**src/rtl/dnle_pkg.sv**
```systemverilog
`timescale 1ns / 1ps

package dnle_pkg;

  localparam logic [7:0] DOT_CHAR   = 8'h2E;
  localparam logic [7:0] TERMINATOR = 8'h00;

  typedef struct packed {
    logic       action;
    logic [7:0] char_byte;
  } item_t;

  typedef struct packed {
    logic [7:0] out_byte;
    logic       overflow;
    logic       name_done;
    logic       last_of_run;
  } result_t;

  typedef enum logic [1:0] {
    S_IDLE,
    S_LEN,
    S_DATA,
    S_TERM
  } state_t;

endpackage

```
**src/rtl/dns_name_label_encoder.sv**
```systemverilog
`timescale 1ns / 1ps

// DNS name label encoder. Takes a dotted host name one character per word
// and gives its wire form one byte per word. A plain character is taken
// while the encoder is idle and yields nothing; it lands in a chain of
// MAX_LABEL byte cells. A dot, or an end-of-name word, holds item_stall
// high while the label drains: first the length byte, then each kept
// character, and then the zero terminator after an end word. The drain
// rate is set by the chain, which moves one byte out of cell 0 per cycle
// while result_stall does not hold the output. Results pass through an
// output register. Characters beyond MAX_LABEL are dropped and the label's
// results carry overflow.
module dns_name_label_encoder import dnle_pkg::*; #(
  parameter int MAX_LABEL = 32
) (
  input  logic    clk,
  input  logic    rst,
  input  logic    item_valid,
  output logic    item_stall,
  input  item_t   item,
  output logic    result_valid,
  input  logic    result_stall,
  output result_t result
);

  localparam int CW = $clog2(MAX_LABEL + 1);

  state_t     state, state_next;
  logic [CW-1:0] count;
  logic       truncated;
  logic       lab_ovf;
  logic       is_end;
  logic [7:0] cell_data [MAX_LABEL];

  logic    out_free;
  logic    item_acc;
  logic    flush_acc;
  logic    char_acc;
  logic    char_load;
  logic    emit;
  logic    shift_en;
  result_t emit_word;

  assign out_free  = !result_valid || !result_stall;
  assign item_stall = (state != S_IDLE);
  assign item_acc  = item_valid && !item_stall;
  assign flush_acc = item_acc && (item.action || item.char_byte == DOT_CHAR);
  assign char_acc  = item_acc && !flush_acc;
  assign char_load = char_acc && (count < CW'(MAX_LABEL));

  genvar i;
  generate
    for (i = 0; i < MAX_LABEL; i++) begin : g_cell
      logic [7:0] nb;
      if (i == MAX_LABEL - 1) begin : g_tail
        assign nb = cell_data[i];
      end else begin : g_mid
        assign nb = cell_data[i+1];
      end
      dnle_cell u_cell (
        .clk       (clk),
        .load      (char_load && (count == CW'(i))),
        .shift     (shift_en),
        .load_byte (item.char_byte),
        .next_byte (nb),
        .data      (cell_data[i])
      );
    end
  endgenerate

  always_comb begin
    state_next = state;
    unique case (state)
      S_IDLE: begin
        if (flush_acc) state_next = S_LEN;
      end
      S_LEN: begin
        if (out_free) begin
          if (count != '0) state_next = S_DATA;
          else if (is_end) state_next = S_TERM;
          else state_next = S_IDLE;
        end
      end
      S_DATA: begin
        if (out_free && count == CW'(1)) state_next = is_end ? S_TERM : S_IDLE;
      end
      S_TERM: begin
        if (out_free) state_next = S_IDLE;
      end
    endcase
  end

  always_comb begin
    emit      = 1'b0;
    shift_en  = 1'b0;
    emit_word = '0;
    unique case (state)
      S_IDLE: begin
      end
      S_LEN: begin
        emit                  = out_free;
        emit_word.out_byte    = 8'(count);
        emit_word.overflow    = lab_ovf;
        emit_word.last_of_run = (count == '0) && !is_end;
      end
      S_DATA: begin
        emit                  = out_free;
        shift_en              = out_free;
        emit_word.out_byte    = cell_data[0];
        emit_word.overflow    = lab_ovf;
        emit_word.last_of_run = (count == CW'(1)) && !is_end;
      end
      S_TERM: begin
        emit                  = out_free;
        emit_word.out_byte    = TERMINATOR;
        emit_word.name_done   = 1'b1;
        emit_word.last_of_run = 1'b1;
      end
    endcase
  end

  always_ff @(posedge clk) begin
    if (rst) begin
      state        <= S_IDLE;
      count        <= '0;
      truncated    <= 1'b0;
      result_valid <= 1'b0;
    end else begin
      state <= state_next;
      if (char_load) begin
        count <= count + CW'(1);
      end else if (shift_en) begin
        count <= count - CW'(1);
      end
      if (flush_acc) begin
        truncated <= 1'b0;
      end else if (char_acc && !char_load) begin
        truncated <= 1'b1;
      end
      if (emit) begin
        result_valid <= 1'b1;
      end else if (!result_stall) begin
        result_valid <= 1'b0;
      end
    end
  end

  always_ff @(posedge clk) begin
    if (flush_acc) begin
      lab_ovf <= truncated;
      is_end  <= item.action;
    end
    if (emit) begin
      result <= emit_word;
    end
  end

  a_count_bound: assert property (@(posedge clk) disable iff (rst)
    count <= CW'(MAX_LABEL))
    else $error("label count past MAX_LABEL");

  a_done_is_last: assert property (@(posedge clk) disable iff (rst)
    result_valid && result.name_done |-> result.last_of_run && !result.overflow)
    else $error("terminator word not marked last or carries overflow");

  a_flush_starts: assert property (@(posedge clk) disable iff (rst)
    flush_acc |=> state == S_LEN)
    else $error("flush word did not start label output");

  a_idle_no_emit: assert property (@(posedge clk) disable iff (rst)
    state == S_IDLE |-> !emit && !shift_en)
    else $error("output or shift while idle");

endmodule

```
**src/rtl/dnle_cell.sv**
```systemverilog
`timescale 1ns / 1ps

// One byte of the label chain: loads a new character, or takes its
// neighbor's byte while the label drains toward cell 0.
module dnle_cell (
  input  logic       clk,
  input  logic       load,
  input  logic       shift,
  input  logic [7:0] load_byte,
  input  logic [7:0] next_byte,
  output logic [7:0] data
);

  always_ff @(posedge clk) begin
    if (load) begin
      data <= load_byte;
    end else if (shift) begin
      data <= next_byte;
    end
  end

endmodule
```
**config.mk**
```make
export PLATFORM = sky130hd
export DESIGN_NAME = dns_name_label_encoder
export DESIGN_NICKNAME = d
export VERILOG_FILES = /design/src/rtl/dnle_pkg.sv /design/src/rtl/dns_name_label_encoder.sv /design/src/rtl/dnle_cell.sv
export SDC_FILE = /design/constraint.sdc
export NUM_CORES = 1
export LEC_CHECK = 0
export BUFFER_PORTS_ARGS = -buffer_cell sky130_fd_sc_hd__buf_4
export CAP_MARGIN = 15
export CORE_MARGIN = 2
export CORE_UTILIZATION = 56
export CTS_CLUSTER_DIAMETER = 30
export DETAILED_ROUTE_END_ITERATION = 8
export HOLD_SLACK_MARGIN = 0.03
export PLACE_DENSITY = 0.77
export SYNTH_ARGS = -nofsm -noshare
export SYNTH_HDL_FRONTEND = slang
export SYNTH_HIERARCHICAL = 1
export SYNTH_SLANG_ARGS = --single-unit
export TNS_END_PERCENT = 100
```
**constraint.sdc**
```tcl
create_clock -name clk -period 2.49 [get_ports clk]
set_input_delay 0.1245 -clock clk [delete_from_list [all_inputs] [get_ports clk]]
set_output_delay 0.1245 -clock clk [all_outputs]
set_load 0.005 [all_outputs]
```
## After elaboration in Yosys (flattened, before gate mapping)

Index checks and enable logic that the tools add are counted.

- Add/sub/neg operators: 2
- Order comparisons: 1
- Equal/unequal tests: 40
- Mux-type cells: 78
- Reductions and logical operators: 88

Operator list:

| operator | count |
|---|---|
| two-way mux 8 bit | 62 |
| == test 6 x 5 -> 1 bit, second input constant | 16 |
| nonzero test 2 bit | 33 |
| == test 6 x 4 -> 1 bit, second input constant | 8 |
| logical AND 1 bit | 40 |
| == test 6 x 3 -> 1 bit, second input constant | 4 |
| case mux 8 bit (2 select lines) | 1 |
| == test 6 x 2 -> 1 bit, second input constant | 2 |
| two-way mux 2 bit | 6 |
| two-way mux 6 bit | 2 |
| == test 8 x 6 -> 1 bit, second input constant | 1 |
| inequality test 2 bit, second input constant | 4 |
| case mux 2 bit (4 select lines) | 1 |
| adder 6 x 1 -> 6 bit, second input constant | 1 |
| == test 6 x 1 -> 1 bit, second input constant | 1 |
| zero test 1 bit | 6 |
| zero test 6 bit | 1 |
| less-than comparator 6 bit, second input constant | 1 |
| nonzero test 6 bit | 1 |
| subtractor 6 x 1 -> 6 bit, second input constant | 1 |
| two-way mux 1 bit | 5 |
| == test 2 bit, second input constant | 2 |
| AND reduction 4 bit | 1 |
| OR reduction 2 bit | 2 |
| 6 further kinds | 7 |

- Register bits: 279
- Input bits: 13
- Output and inout bits: 13
- Word-level logic and storage cells: 251

## Logic depth before layout (Yosys ltp)

- Depth in word-level cells: 9
- Gate-level depth with buffers: 8
- Depth with buffers taken out: 7

## Modules after synthesis

The synthesis kept the hierarchy.

By module, submodules not included:

| module | times used | cells an instance | area each (um^2) |
|---|---|---|---|
| dnle_cell | 32 | 18 | 377.9 |
| dns_name_label_encoder | 1 | 188 | 1641.6 |

## Worst setup path after synthesis

No wires, ideal clock.

- Path kind: register to register
- From: register state[0]
- To: register g_cell[10].u_cell.data[0] (enable)
- Library setup time: 0.329 ns
- Arrival time: 2.072 ns
- Required time: 2.161 ns
- Slack: 0.089 ns
- Cell stages (with the launch flop): 9
- Path buffers: 1
- Cells stage by stage: dfxtp_1 inv_1 ha_1 nand3b_1 a211o_1 nor4b_2 and2_1 buf_6 or2_1

- Cells in the longest elaborated chain, start to end: 9
- Elaborated cells between the ends (all ways): 11
- Classes of those cells: 1 x eq/ne; 1 x mux; 9 x reduce/logical

RTL lines:

| what | RTL line | text |
|---|---|---|
| start: declaration | dns_name_label_encoder.sv:28 | `state_t state, state_next;` |
| start signal: assignment | dns_name_label_encoder.sv:129 | `state <= state_next;` |
| nonzero test 2 bit | dns_name_label_encoder.sv:45 | `assign item_stall = (state != S_IDLE);` |
| zero test 1 bit | dns_name_label_encoder.sv:46 | `assign item_acc = item_valid && !item_stall;` |
| logical AND 1 bit | dns_name_label_encoder.sv:46 |  |
| logical AND 1 bit | dns_name_label_encoder.sv:47 | `assign flush_acc = item_acc && (item.action \|\| item.char_byte == DOT_CHAR);` |
| zero test 1 bit | dns_name_label_encoder.sv:48 | `assign char_acc = item_acc && !flush_acc;` |
| logical AND 1 bit | dns_name_label_encoder.sv:48 |  |
| logical AND 1 bit | dns_name_label_encoder.sv:49 | `assign char_load = char_acc && (count < CW'(MAX_LABEL));` |
| logical AND 1 bit | dns_name_label_encoder.sv:62 | `.load (char_load && (count == CW'(i))),` |
| nonzero test 2 bit (no line) * | -- |  |
| end signal: assignment | dnle_cell.sv:16 | `data <= load_byte;` |
| end signal: assignment | dnle_cell.sv:18 | `data <= next_byte;` |
| end: declaration | dnle_cell.sv:11 | `output logic [7:0] data` |

Every way passes the cells marked *; elsewhere a longest branch is shown, timed or not.
A chain may end at the register's enable or synchronous reset.

## Worst setup path in the final report

- From: register state[1]
- To: register g_cell[24].u_cell.data[4] (data pin)

- Cells in the longest elaborated chain, start to end: 9

RTL lines:

| what | RTL line | text |
|---|---|---|
| nonzero test 2 bit * | dns_name_label_encoder.sv:45 |  |
| zero test 1 bit * | dns_name_label_encoder.sv:46 |  |
| logical AND 1 bit * | dns_name_label_encoder.sv:46 |  |
| logical AND 1 bit | dns_name_label_encoder.sv:47 |  |
| zero test 1 bit | dns_name_label_encoder.sv:48 |  |
| logical AND 1 bit * | dns_name_label_encoder.sv:48 |  |
| logical AND 1 bit * | dns_name_label_encoder.sv:49 |  |
| logical AND 1 bit * | dns_name_label_encoder.sv:62 |  |
| two-way mux 8 bit * | dnle_cell.sv:15 | `if (load) begin` |
| end signal: assignment | dnle_cell.sv:16 |  |
| end signal: assignment | dnle_cell.sv:18 |  |
| end: declaration | dnle_cell.sv:11 |  |

Marks and branches as above.

==> run_results.csv <==
group,metric,value,unit
yosys,synth.distinct_cells,45,
route,drt-total-wl,27.95,mm
route,post-route-drc-count,0,
layout,drive_above_1_share,52.24,%
global_routing,first_global_vias,7672,
timing,slew_headroom,63.50,%
yosys,synth-async-reset-ratio,0,%
timing,worst_slack,0.02647,ns
timing,fmaxAchievable,405.9,MHz
timing,tns,0,ns
floorplanning,die_h,160.6,um
floorplanning,ios,26,
timing,report.final.slew_viol_count,0,
placement,port_buffers,25,
floorplanning,start_util,56.80,%
floorplanning,core-area,24180,sq um
timing,fin_worst_skew,0.01911,ns
clocking,htreeDepth,2,
yosys,syn_nets,787,
global_routing,antenna_found_initial,1,
worst_setup_path,r2r_start,"state[1]$_SDFFE_PP0P_",
power_and_ir_drop,vdd_ir_drop_max,0.6412,mV
placement,place_inst,1128,
worst_setup_path,critPathLaunchType,"register",
worst_setup_path,worstSetupPathType,"register to register",
clocking,cts.clk_slew.worst_paths,0.05,ns
yosys,synth_edf_count,269,
global_routing,grt_start_max_net_pins,33,
yosys,synth_area,13730,sq um
hold_path,min_from,"item[4]",
timing,finalHoldViolations,0,
timing,fin_crit,2.464,ns
timing,setup_viol,0,
worst_setup_path,crit_required,2.78,ns
route,first_pass_iters,5,
global_routing,grtUsageTotal,21.79,%
yosys,syn_avg_cell_area,17.98,sq um
yosys,synth_flop_cell,"edfxtp_1",
floorplanning,rows,57,
yosys,synthTopCellsByArea,"edfxtp_1 59%, mux2_4 28%, buf_6 2.6%, dfxtp_1 1.5%, or2_1 1.5%",
clocking,clk_latency,0.55,ns
timing,rsz0062_at_grt,"yes",
flow_run,cap_viol_max_count,0,
layout,syn_to_final_growth,21.25,%
yosys,syn_inst,764,
clocking,clock_path_buffers,3,
route,drt_iter0_markers,593,
route,vias,7140,
yosys,seq_area_frac_synth,60.28,%
power_and_ir_drop,power.density,785.2,nW/um^2
hold_path,min_path_cells,5,
layout,final_cells,1240,
worst_setup_path,worst_setup_path_end_kind,"register",
power_and_ir_drop,leakagePower,6.214,nW
yosys,synth_seq_cells,279,
yosys,synth_area_leader_cell,"edfxtp_1",
worst_setup_path,rrSetupSlack,0.03,ns
route,viasPerCell,5.758,
route,postRouteAntennaNets,0,
floorplanning,dieArea,25790,sq um
placement,gp_congestion,0.8858,
worst_setup_path,crit_fanout,8,
worst_setup_path,cp-startpoint,"state[1]$_SDFFE_PP0P_",
global_routing,overflow,0,
yosys,yosys_warnings,6,
placement,hpwl,16.66,mm
worst_setup_path,reg2reg_depth,9,
layout,nNetsFinal,895,
worst_setup_path,crit_arrival,2.75,ns
placement,pre_cts_slack,-0.09087,ns
floorplanning,die_x,160.6,um
route,wire_per_inst,22.54,um
clocking,cts-root-buf,"clkbuf_16",
run_status,status,"completed",
clocking,clock_sinks,279,
timing,fin_crit_sh,98.94,%
timing,tightestPinTransition,0.5465,ns
clocking,cts_tree,"yes",
hold_path,holdCritPathClass,"input pin to register",
yosys,synth_top_area_share,58.82,%
global_routing,grt_pass1_wl,43.08,mm
clocking,cts_made_buffers,55,
## critical path, stage by stage (launching register included)
cell       delay (ns)
dfxtp_2          0.33
inv_2            0.08
ha_4             0.13
nand3b_1         0.20
a2111oi_4        0.42
buf_6            0.20
nand2_2          0.12
nor2_2           0.23
buf_6            0.19
mux2_4           0.31
## cell families after synthesis
kind of cell / count (synthesis) / synth area share, %
multiplexers: 256 / 27.99
AND/OR/NAND/NOR: 128 / 5.421
adder cells (fa/ha/maj): 10 / 0.9111
AO/OA/AOI/OAI: 38 / 2.178
flip-flops: 279 / 60.28
buffers and inverters: 53 / 3.225
## per-layer routing
metal / up-vias / wire [um] / track usage (%)
li1: 3188 / - / -
met1: 3629 / 11410 / 28.64
met2: 266 / 14030 / 36.83
met3: 57 / 1886 / 3.900
met4: 0 / 615 / 7.412
met5: - / 0 / 0
## registers in the layout, indices dropped and copies added (netlist names)
signal,flops
g_cell.u_cell/data,256
result,11
count,6
state,2
is_end,1
lab_ovf,1
result_valid,1
truncated,1
## final timing paths
kind                                          to
max          g_cell[24].u_cell/data[4]$_DFFE_PP_
min                             is_end$_DFFE_PP_
max reg2reg  g_cell[24].u_cell/data[4]$_DFFE_PP_
min reg2reg                    lab_ovf$_DFFE_PP_
## synthesized netlist by cell type (2+ instances only)
| library cell | count |
|---|---|
| a211o_1 | 3 |
| a21o_1 | 2 |
| a21oi_1 | 7 |
| a22oi_1 | 6 |
| a31oi_1 | 4 |
| and2_1 | 7 |
| and3_1 | 8 |
| and4_1 | 6 |
| buf_2 | 3 |
| buf_6 | 32 |
| clkbuf_1 | 8 |
| dfxtp_1 | 10 |
| edfxtp_1 | 269 |
| ha_1 | 10 |
| inv_1 | 9 |
| mux2_4 | 256 |
| nand2_1 | 14 |
| nand2b_1 | 5 |
| nand3_1 | 7 |
| nor2_1 | 29 |
| nor3_1 | 8 |
| nor3b_1 | 2 |
| o211ai_1 | 2 |
| o21ai_0 | 4 |
| or2_1 | 32 |
| or3_1 | 2 |
## where the power goes
| part | leakage, nW | internal [mW] | total [mW] | switching, mW |
|---|---|---|---|---|
| clock network | 0.877 | 4.67 | 7.10 | 2.43 |
| logic | 2.82 | 0.280 | 0.652 | 0.371 |
| registers | 2.51 | 5.26 | 5.33 | 0.0655 |
## placed cells by master, fill, tap and decap left out, types with 3 or more instances in the layout
cell type / n
a211o_1: 3
a21oi_1: 7
a22oi_1: 6
a31oi_1: 4
and2_1: 7
and3_1: 6
and4_1: 6
buf_12: 15
buf_4: 63
buf_6: 10
bufinv_16: 4
clkbuf_1: 8
clkbuf_16: 57
clkinv_2: 8
clkinv_4: 4
clkinvlp_4: 7
dfxtp_1: 8
dlygate4sd3_1: 4
edfxtp_1: 269
ha_1: 9
inv_1: 7
inv_6: 7
mux2_4: 256
nand2_1: 10
nand2b_1: 5
nand3_1: 7
nor2_1: 20
nor2_2: 6
nor2_4: 3
nor3_1: 4
nor3_4: 3
o21ai_0: 4
or2_1: 21
or2_4: 11
## stage by stage
| step | hold slack [ns] | area, sq um | power [mW] | util [%] |
|---|---|---|---|---|
| floorplan | 0.2234 | 13730 | 5.725 | - |
| global placement | 0.3434 | 14540 | 5.996 | 60.16 |
| detailed placement | 0.3431 | 14540 | 6.023 | 60.16 |
| CTS | 0.2691 | 16420 | 13.14 | 67.91 |
| global route | 0.3250 | 16650 | 13.47 | 68.87 |
| finish | 0.3061 | 16650 | 13.07 | 68.87 |
## timing repair
| item | CTS | global route |
|---|---|---|
| hold buffers | 4 | 0 |
| endpoints found under the hold margin | 14 | 0 |
| gates resized for setup | 2 | 60 |
| setup buffers | 1 | 3 |
| pin swaps | 1 | 6 |
| endpoints found under the setup margin | 156 | 412 |
| cloned | 0 | 3 |
## layout make-up
type,instances,area (sq um)
flip-flops and latches,279,8280
fillers,1471,7526
multi-input cells,432,5160
clock buffers,67,1484
repair buffers,94,945.9
well taps,324,405.4
clock inverters,33,335.3
inverters,10,37.54
diodes,1,2.502
No activity file was read; power rests on OpenSTA's default activity.
